===== config.mk =====
export PLATFORM = sky130hd
export DESIGN_NAME = led_pixel_pulse_encoder_core
export DESIGN_NICKNAME = d
export VERILOG_FILES = /design/src/hdl/lppe_pkg.sv /design/src/hdl/led_pixel_pulse_encoder_core.sv /design/src/hdl/lppe_cfg_regs.sv /design/src/hdl/lppe_scale.sv /design/src/hdl/lppe_serializer.sv
export SDC_FILE = /design/constraint.sdc
export NUM_CORES = 1
export LEC_CHECK = 0
export ABC_AREA = 1
export BUFFER_PORTS_ARGS = -buffer_cell sky130_fd_sc_hd__buf_4
export CORE_MARGIN = 2
export CORE_UTILIZATION = 37
export DETAILED_ROUTE_END_ITERATION = 10
export PLACE_DENSITY = 0.64
export SLEW_MARGIN = 15
export SYNTH_ARGS = -nofsm -noshare
export SYNTH_HDL_FRONTEND = slang
export SYNTH_SLANG_ARGS = --single-unit
export TNS_END_PERCENT = 5

===== constraint.sdc =====
create_clock -name clk -period 4.18 [get_ports clk]
set_input_delay 0.836 -clock clk [delete_from_list [all_inputs] [get_ports clk]]
set_output_delay 0.836 -clock clk [all_outputs]
set_load 0.1 [all_outputs]

===== src/hdl/lppe_pkg.sv =====
// ----------------------------------------------------------------------------
// lppe_pkg
// Shared types, register indexes and helpers of the LED pixel pulse encoder.
// ----------------------------------------------------------------------------
`default_nettype none

package lppe_pkg;

  localparam int unsigned COLOR_BITS     = 8;
  localparam int unsigned PIXEL_BITS     = 24;
  localparam int unsigned TICK_BITS      = 15;
  localparam int unsigned CFG_DATA_BITS  = 15;
  localparam int unsigned CFG_INDEX_BITS = 3;
  localparam int unsigned BIT_CNT_BITS   = 5;
  localparam int unsigned PRODUCT_BITS   = 2 * COLOR_BITS;
  localparam int unsigned OUT_DATA_BITS  = 32;

  typedef logic [CFG_INDEX_BITS-1:0] cfg_index_t;

  localparam cfg_index_t REG_BRIGHTNESS = 3'd0;
  localparam cfg_index_t REG_ONE_HIGH   = 3'd1;
  localparam cfg_index_t REG_ONE_LOW    = 3'd2;
  localparam cfg_index_t REG_ZERO_HIGH  = 3'd3;
  localparam cfg_index_t REG_ZERO_LOW   = 3'd4;

  localparam logic [COLOR_BITS-1:0] BRIGHTNESS_RESET = 8'd255;
  localparam logic [TICK_BITS-1:0]  ONE_HIGH_RESET   = 15'd32;
  localparam logic [TICK_BITS-1:0]  ONE_LOW_RESET    = 15'd18;
  localparam logic [TICK_BITS-1:0]  ZERO_HIGH_RESET  = 15'd16;
  localparam logic [TICK_BITS-1:0]  ZERO_LOW_RESET   = 15'd34;

  localparam logic [BIT_CNT_BITS-1:0] LAST_BIT = 5'(PIXEL_BITS - 1);

  typedef struct packed {
    logic [TICK_BITS-1:0] one_high;
    logic [TICK_BITS-1:0] one_low;
    logic [TICK_BITS-1:0] zero_high;
    logic [TICK_BITS-1:0] zero_low;
  } timing_t;

  typedef struct packed {
    logic [PIXEL_BITS-1:0] word;
    logic                  frame_end;
  } pixel_t;

  // floor(x / 255) for x below 65280
  function automatic logic [COLOR_BITS-1:0] div255(input logic [PRODUCT_BITS-1:0] x);
    logic [PRODUCT_BITS:0] sum;
    sum = {1'b0, x} + {9'd0, x[PRODUCT_BITS-1:COLOR_BITS]} + 17'd1;
    return sum[PRODUCT_BITS-1:COLOR_BITS];
  endfunction

endpackage

`default_nettype wire


===== src/hdl/led_pixel_pulse_encoder_core.sv =====
// ----------------------------------------------------------------------------
// led_pixel_pulse_encoder_core
// LED strip pixel encoder: one RGB pixel in, 24 timed pulse items out.
// ----------------------------------------------------------------------------
// Input stream: one pixel per item, red/green/blue in s_tdata, s_tlast marks
// the last pixel of a frame. Each channel is scaled by brightness as
// (c * brightness) / 255, then sent green, red, blue, msb first.
// Output stream: one item per bit with high and low tick counts picked from
// the one-bit or zero-bit timing registers; m_tuser marks the 24th bit of a
// pixel and m_tlast the final bit of the frame.
// The first bit of a pixel comes out after the pixel passes the input
// register, the multiply register, then the shift register.
// The serializer sends one bit per cycle while m_tready is high; the next
// pixel waits in the two-stage front end and loads in the cycle the previous
// pixel's last bit is taken, so bits stream with no gaps.
// Reset clears all valid state and loads brightness 255 and the default
// timings. A stalled m_tready holds the current bit; up to two further pixels
// are then buffered before s_tready drops.
// ----------------------------------------------------------------------------
`default_nettype none

module led_pixel_pulse_encoder_core #(
  parameter int unsigned DURATION_BITS = 15
) (
  input  wire logic                                   clk,
  input  wire logic                                   rst,
  // red [7:0], green [15:8], blue [23:16]
  input  wire logic                                   s_tvalid,
  output logic                                        s_tready,
  input  wire logic [lppe_pkg::PIXEL_BITS-1:0]        s_tdata,
  input  wire logic                                   s_tlast,
  // high_ticks [14:0], low_ticks [29:15], data_bit [30], zero [31]
  output logic                                        m_tvalid,
  input  wire logic                                   m_tready,
  output logic [lppe_pkg::OUT_DATA_BITS-1:0]          m_tdata,
  // pixel_last [0]
  output logic                                        m_tuser,
  output logic                                        m_tlast,
  input  wire logic                                   cfg_we,
  input  wire lppe_pkg::cfg_index_t                   cfg_index,
  input  wire logic [lppe_pkg::CFG_DATA_BITS-1:0]     cfg_data
);

  logic [lppe_pkg::COLOR_BITS-1:0] brightness;
  lppe_pkg::timing_t               timing;
  logic                            pix_valid;
  logic                            pix_ready;
  lppe_pkg::pixel_t                pix;

  lppe_cfg_regs #(
    .DURATION_BITS (DURATION_BITS)
  ) u_cfg (
    .clk        (clk),
    .rst        (rst),
    .cfg_we     (cfg_we),
    .cfg_index  (cfg_index),
    .cfg_data   (cfg_data),
    .brightness (brightness),
    .timing     (timing)
  );

  lppe_scale u_scale (
    .clk        (clk),
    .rst        (rst),
    .s_tvalid   (s_tvalid),
    .s_tready   (s_tready),
    .s_tdata    (s_tdata),
    .s_tlast    (s_tlast),
    .brightness (brightness),
    .pix_valid  (pix_valid),
    .pix_ready  (pix_ready),
    .pix        (pix)
  );

  lppe_serializer u_ser (
    .clk       (clk),
    .rst       (rst),
    .pix_valid (pix_valid),
    .pix_ready (pix_ready),
    .pix       (pix),
    .timing    (timing),
    .m_tvalid  (m_tvalid),
    .m_tready  (m_tready),
    .m_tdata   (m_tdata),
    .m_tuser   (m_tuser),
    .m_tlast   (m_tlast)
  );

endmodule

`default_nettype wire


===== src/hdl/lppe_cfg_regs.sv =====
// ----------------------------------------------------------------------------
// lppe_cfg_regs
// Brightness and pulse timing registers, written through the config port.
// ----------------------------------------------------------------------------
`default_nettype none

module lppe_cfg_regs #(
  parameter int unsigned DURATION_BITS = 15
) (
  input  wire logic                                  clk,
  input  wire logic                                  rst,
  input  wire logic                                  cfg_we,
  input  wire lppe_pkg::cfg_index_t                  cfg_index,
  input  wire logic [lppe_pkg::CFG_DATA_BITS-1:0]    cfg_data,
  output logic      [lppe_pkg::COLOR_BITS-1:0]       brightness,
  output lppe_pkg::timing_t                          timing
);

  localparam int unsigned TB = lppe_pkg::TICK_BITS;
  localparam int unsigned DB = DURATION_BITS;

  logic [DURATION_BITS-1:0] one_high;
  logic [DURATION_BITS-1:0] one_low;
  logic [DURATION_BITS-1:0] zero_high;
  logic [DURATION_BITS-1:0] zero_low;

  always_ff @(posedge clk) begin
    if (rst) begin
      brightness <= lppe_pkg::BRIGHTNESS_RESET;
      one_high   <= DB'(lppe_pkg::ONE_HIGH_RESET);
      one_low    <= DB'(lppe_pkg::ONE_LOW_RESET);
      zero_high  <= DB'(lppe_pkg::ZERO_HIGH_RESET);
      zero_low   <= DB'(lppe_pkg::ZERO_LOW_RESET);
    end else if (cfg_we) begin
      unique case (cfg_index)
        lppe_pkg::REG_BRIGHTNESS: brightness <= cfg_data[lppe_pkg::COLOR_BITS-1:0];
        lppe_pkg::REG_ONE_HIGH:   one_high   <= DB'(cfg_data);
        lppe_pkg::REG_ONE_LOW:    one_low    <= DB'(cfg_data);
        lppe_pkg::REG_ZERO_HIGH:  zero_high  <= DB'(cfg_data);
        lppe_pkg::REG_ZERO_LOW:   zero_low   <= DB'(cfg_data);
        default: ;
      endcase
    end
  end

  assign timing.one_high  = TB'(one_high);
  assign timing.one_low   = TB'(one_low);
  assign timing.zero_high = TB'(zero_high);
  assign timing.zero_low  = TB'(zero_low);

endmodule

`default_nettype wire


===== src/hdl/lppe_scale.sv =====
// ----------------------------------------------------------------------------
// lppe_scale
// Input register and brightness scaling, handing a GRB word to the serializer.
// ----------------------------------------------------------------------------
`default_nettype none

module lppe_scale (
  input  wire logic                              clk,
  input  wire logic                              rst,
  input  wire logic                              s_tvalid,
  output logic                                   s_tready,
  input  wire logic [lppe_pkg::PIXEL_BITS-1:0]   s_tdata,
  input  wire logic                              s_tlast,
  input  wire logic [lppe_pkg::COLOR_BITS-1:0]   brightness,
  output logic                                   pix_valid,
  input  wire logic                              pix_ready,
  output lppe_pkg::pixel_t                       pix
);

  localparam int unsigned CB = lppe_pkg::COLOR_BITS;
  localparam int unsigned PB = lppe_pkg::PRODUCT_BITS;

  logic          a_vld;
  logic [CB-1:0] a_red;
  logic [CB-1:0] a_green;
  logic [CB-1:0] a_blue;
  logic          a_fe;
  logic          a_ready;

  logic          b_vld;
  logic [PB-1:0] b_red;
  logic [PB-1:0] b_green;
  logic [PB-1:0] b_blue;
  logic          b_fe;
  logic          b_ready;

  assign b_ready  = !b_vld || pix_ready;
  assign a_ready  = !a_vld || b_ready;
  assign s_tready = a_ready;

  always_ff @(posedge clk) begin
    if (rst) begin
      a_vld <= 1'b0;
      b_vld <= 1'b0;
    end else begin
      if (a_ready) begin
        a_vld <= s_tvalid;
      end
      if (b_ready) begin
        b_vld <= a_vld;
      end
    end
  end

  always_ff @(posedge clk) begin
    if (a_ready && s_tvalid) begin
      a_red   <= s_tdata[CB-1:0];
      a_green <= s_tdata[2*CB-1:CB];
      a_blue  <= s_tdata[3*CB-1:2*CB];
      a_fe    <= s_tlast;
    end
    if (b_ready && a_vld) begin
      b_red   <= PB'(a_red) * PB'(brightness);
      b_green <= PB'(a_green) * PB'(brightness);
      b_blue  <= PB'(a_blue) * PB'(brightness);
      b_fe    <= a_fe;
    end
  end

  assign pix_valid     = b_vld;
  assign pix.word      = {lppe_pkg::div255(b_green), lppe_pkg::div255(b_red),
                          lppe_pkg::div255(b_blue)};
  assign pix.frame_end = b_fe;

endmodule

`default_nettype wire


===== src/hdl/lppe_serializer.sv =====
// ----------------------------------------------------------------------------
// lppe_serializer
// Shifts a GRB word out msb first, one pulse item per cycle while m_tready is high.
// ----------------------------------------------------------------------------
`default_nettype none

module lppe_serializer (
  input  wire logic                                 clk,
  input  wire logic                                 rst,
  input  wire logic                                 pix_valid,
  output logic                                      pix_ready,
  input  wire lppe_pkg::pixel_t                     pix,
  input  wire lppe_pkg::timing_t                    timing,
  output logic                                      m_tvalid,
  input  wire logic                                 m_tready,
  output logic [lppe_pkg::OUT_DATA_BITS-1:0]        m_tdata,
  output logic                                      m_tuser,
  output logic                                      m_tlast
);

  localparam int unsigned WB = lppe_pkg::PIXEL_BITS;
  localparam int unsigned NB = lppe_pkg::BIT_CNT_BITS;

  logic          active;
  logic [NB-1:0] cnt;
  logic [WB-1:0] shreg;
  logic          fe;
  logic          last_bit;
  logic          take;
  logic          load;
  logic          cur_bit;

  assign last_bit  = (cnt == lppe_pkg::LAST_BIT);
  assign take      = active && m_tready;
  assign pix_ready = !active || (take && last_bit);
  assign load      = pix_valid && pix_ready;

  always_ff @(posedge clk) begin
    if (rst) begin
      active <= 1'b0;
      cnt    <= '0;
    end else if (load) begin
      active <= 1'b1;
      cnt    <= '0;
    end else if (take) begin
      if (last_bit) begin
        active <= 1'b0;
      end else begin
        cnt <= cnt + NB'(1);
      end
    end
  end

  always_ff @(posedge clk) begin
    if (load) begin
      shreg <= pix.word;
      fe    <= pix.frame_end;
    end else if (take) begin
      shreg <= {shreg[WB-2:0], 1'b0};
    end
  end

  assign cur_bit  = shreg[WB-1];
  assign m_tvalid = active;
  assign m_tdata  = {1'b0, cur_bit,
                     cur_bit ? timing.one_low  : timing.zero_low,
                     cur_bit ? timing.one_high : timing.zero_high};
  assign m_tuser  = last_bit;
  assign m_tlast  = last_bit && fe;

  a_cnt_range: assert property (@(posedge clk) disable iff (rst)
    active |-> cnt <= lppe_pkg::LAST_BIT)
    else $error("bit counter past last bit");

  a_advance: assert property (@(posedge clk) disable iff (rst)
    take && !last_bit && !load |=> m_tvalid && cnt == NB'($past(cnt) + NB'(1)))
    else $error("serializer did not advance one bit");

  a_hold: assert property (@(posedge clk) disable iff (rst)
    m_tvalid && !m_tready |=> m_tvalid && $stable(shreg) && $stable(cnt))
    else $error("stalled item changed");

  a_load: assert property (@(posedge clk) disable iff (rst)
    load |=> m_tvalid && cnt == '0)
    else $error("load did not restart the pixel");

  a_frame_on_pixel: assert property (@(posedge clk) disable iff (rst)
    m_tlast |-> m_tuser)
    else $error("frame end away from pixel end");

endmodule

`default_nettype wire


==> summary.txt <==
CLOCK NETWORK
----------------------------------------------------------------------------------
Root buffer selected by CTS                                              clkbuf_16
TritonCTS buffer count                                                          17
Maximum level of the CTS H-tree                                                  4
Num Clock Sinks                                                                175
Reg clk slew, reported paths                                               0.08 ns
Worst-Skew Late Latency                                                    0.45 ns
Clock Path Buffers                                                               2
TritonCTS clock tree                                                          done

FLOORPLANNING
----------------------------------------------------------------------------------
Core Footprint                                                           39700 um2
Row count                                                                       73
Top Ports                                                                       84
Vertical die dimension                                                      205 um
Chip width                                                                  205 um
DIE AREA                                                                 41900 um2
Initial Utilization                                                          37.5%

LAYOUT
----------------------------------------------------------------------------------
Final-stage net count                                                         2344
Area delta synth->final                                                      16.3%
Highest-count cells in the layout ignoring fill and taps              524 x nand2_1, 473 x inv_1, 138 x buf_4
Final instance area                                                      17300 um2
Share of final-layout standard cells stronger than drive strength 1          10.9%
Most common cell after layout, fill and taps aside                         nand2_1
Ant diodes                                                                       0

POWER
----------------------------------------------------------------------------------
Pleak                                                                      9.37 nW
Maximum vdd ir drop                                                     0.000326 V
Power per cell area                                                     637 nW/um2

PLACE
----------------------------------------------------------------------------------
Worst slack at placement                                                 -0.160 ns
Dpl hpwl                                                                  25900 um
Final weighted congestion of routability-driven global placement             0.858
Port buffer count                                                               82
Instance area at placement                                               16200 um2

TIMING
----------------------------------------------------------------------------------
Final hold violations                                                            0
Max-slew violation count                                                         0
Endpoints failing setup                                                          0
Unrepaired setup endpoints after global routing                                yes
Final critical-path share of the clock period                                95.9%
Clk_skew                                                                 0.0133 ns
Worst slew margin relative to its limit                                      26.1%
Final WS setup                                                            0.172 ns
Shortest clock period the worst path allows after layout                   4.01 ns
Slew @ Worst Pin                                                           1.11 ns
Total negative setup slack                                                    0 ns
Highest Clock Rate                                                         249 MHz

SYNTHESIS
----------------------------------------------------------------------------------
Synthesized netlist cell count                                                1965
Post-Syn Area                                                            14900 um2
Post-synthesis net count                                                      2251
Count of distinct cell types in the synthesized netlist                         39
Total number of yosys warnings                                                   0
Total of flip-flops plus latches after synthesis                               175
Mean Syn Cell Area                                                        7.59 um2
Sequential share of the synthesized area                                     30.1%

GLOBAL ROUTING
----------------------------------------------------------------------------------
Number of antenna violations at the first check in global routing                0
Leftover overflow at the end of global routing                                   0
Total routing resource utilization after global routing                      16.9%
Number of global-route vias before repair                                    11814
Global-route wire length before repair                                    57200 um
Largest net degree at the start of global routing                               38

ROUTE
----------------------------------------------------------------------------------
Average via count per standard cell                                           4.69
Total Routed Length                                                       34900 um
Total DRC errors in the routed layout                                            0
Length of the first detailed-routing pass in iterations                          6
Detail-routed net length per standard cell                                 13.5 um
Number of DRC markers after the initial detailed-route iteration               816
Remaining number of nets flagged by the antenna check after routing              0
Overall via count from detail_route                                          12171

JOB
----------------------------------------------------------------------------------
Max-cap violations                                                               0

STATUS
----------------------------------------------------------------------------------
Run status                                                            complete, no violations

CRITICAL PATH
----------------------------------------------------------------------------------
Crit path required time                                                    4.39 ns
Crit Path Category                                                         reg2reg
Endpoint arrival time on the critical path                                 4.22 ns
Worst-path maximum fanout                                                       14
Critical path startpoint category                                         register
Critical path capture point type                                          register

HOLD PATH
----------------------------------------------------------------------------------
Worst hold path type                                                       reg2reg

[critical path, cell delays in order, from the launching register on]
cell and delay [ns]:
dfxtp_4 0.41, buf_4 0.16, buf_4 0.14, nand2_1 0.05
inv_1 0.06, fa_1 0.41, fa_1 0.45, ha_1 0.29
inv_1 0.04, fa_1 0.47, inv_1 0.04, ha_1 0.34
a21oi_1 0.25, nand2_1 0.15, nand3_1 0.10, nand2_1 0.09
a21oi_2 0.16, inv_1 0.06, nand2_1 0.05, nand2_1 0.04
[worst paths after layout]
kind,to,depth (start not counted),slack (ns),from
setup reg to reg,u_scale.b_blue[14],19,0.17,u_cfg.brightness[3]
hold reg to reg,u_scale.b_fe,0,0.42,u_scale.a_fe
setup / recovery,u_scale.b_blue[14],19,0.17,u_cfg.brightness[3]
hold / removal,u_scale.b_fe,0,0.42,u_scale.a_fe
[state kept, by name, summed over array words and instances, names as in the netlist, 8 cells and up]
signal	cells
u_cfg.brightness	8
u_cfg.one_high	15
u_cfg.one_low	15
u_cfg.zero_high	15
u_cfg.zero_low	15
u_scale.a_blue	8
u_scale.a_green	8
u_scale.a_red	8
u_scale.b_blue	16
u_scale.b_green	16
u_scale.b_red	16
u_ser.shreg	24
[what timing repair did]
item / 4_1_cts / 5_1_grt
endpoints found under the hold margin: 0 / 0
buffers inserted: 0 / 25
gates cloned: 0 / 4
hold buffers: 0 / 0
resized for setup: 2 / 35
pin swaps: 0 / 9
endpoints found under the setup margin: 18 / 21
[synthesized netlist by cell type (all sizes together)]
library cell	count	area, um2
nor3	14	70.1
a21oi	79	395
xor2	21	184
inv	477	1790
clkbuf	65	254
xnor2	11	96.3
a21boi	6	45.0
edfxtp	99	2970
a31oi	5	31.3
conb	1	3.75
o211ai	2	15.0
a21o	5	37.5
and3	1	6.26
ha	130	1630
nand2b	1	6.26
dfxtp	76	1520
o21bai	5	37.5
or4	1	7.51
and2	4	25.0
fa	108	2160
nand3b	18	135
nand3	79	395
buf	11	81.3
or2	6	37.5
nand2	528	1980
o31ai	1	7.51
nor2	99	390
o21ai	97	489
nand4	15	109
[layer usage]
metal  share of wire [%]  global-route usage (%)  vias to the layer above
li1                    -                       -                     6162
met1                  47                    23.2                     5682
met2                  46                    27.9                      287
met3                 5.1                    2.47                       40
met4                 2.0                    3.99                        0
met5                   0                       0                        -
[power breakdown]
group          internal [mW]  switching (mW)
clock network          0.881           0.821
registers               2.36           0.235
logic                   2.78            3.98
total                   6.02            5.04
[metrics by stage]
step	cells	hold WS [ns]	power, mW	util, %
global route	2596	0.443	12.3	43.7
floorplan	1965	0.400	7.29	-
finish	2596	0.424	11.1	43.7
detailed placement	2535	0.407	8.93	40.9
global placement	2535	0.402	8.82	40.9
CTS	2567	0.427	10.7	42.5
[cell type report]
class	instances	area, um2
repair buffers	150	1290
fillers	3950	22400
inverters	477	1790
multi-input cells	1237	8460
clock buffers	17	425
well taps	525	657
clock inverters	15	208
flip-flops and latches	175	4520
[cells by family (layout without fill, tap and decap cells)]
family                     count (synthesis)  count (layout)  share of synthesized area (%)
xor gates and xnor gates                  32              32                           1.88
AOI/OAI and AO/OA                        200             200                           7.10
adders and majority gates                238             238                           25.4
other                                      1               1                         0.0251
buffers and inverters                    553             659                           14.2
and+or+nand+nor                          766             766                           21.2
DFF                                      175             175                           30.1
Note: power is estimated with default switching activity, not from simulation.
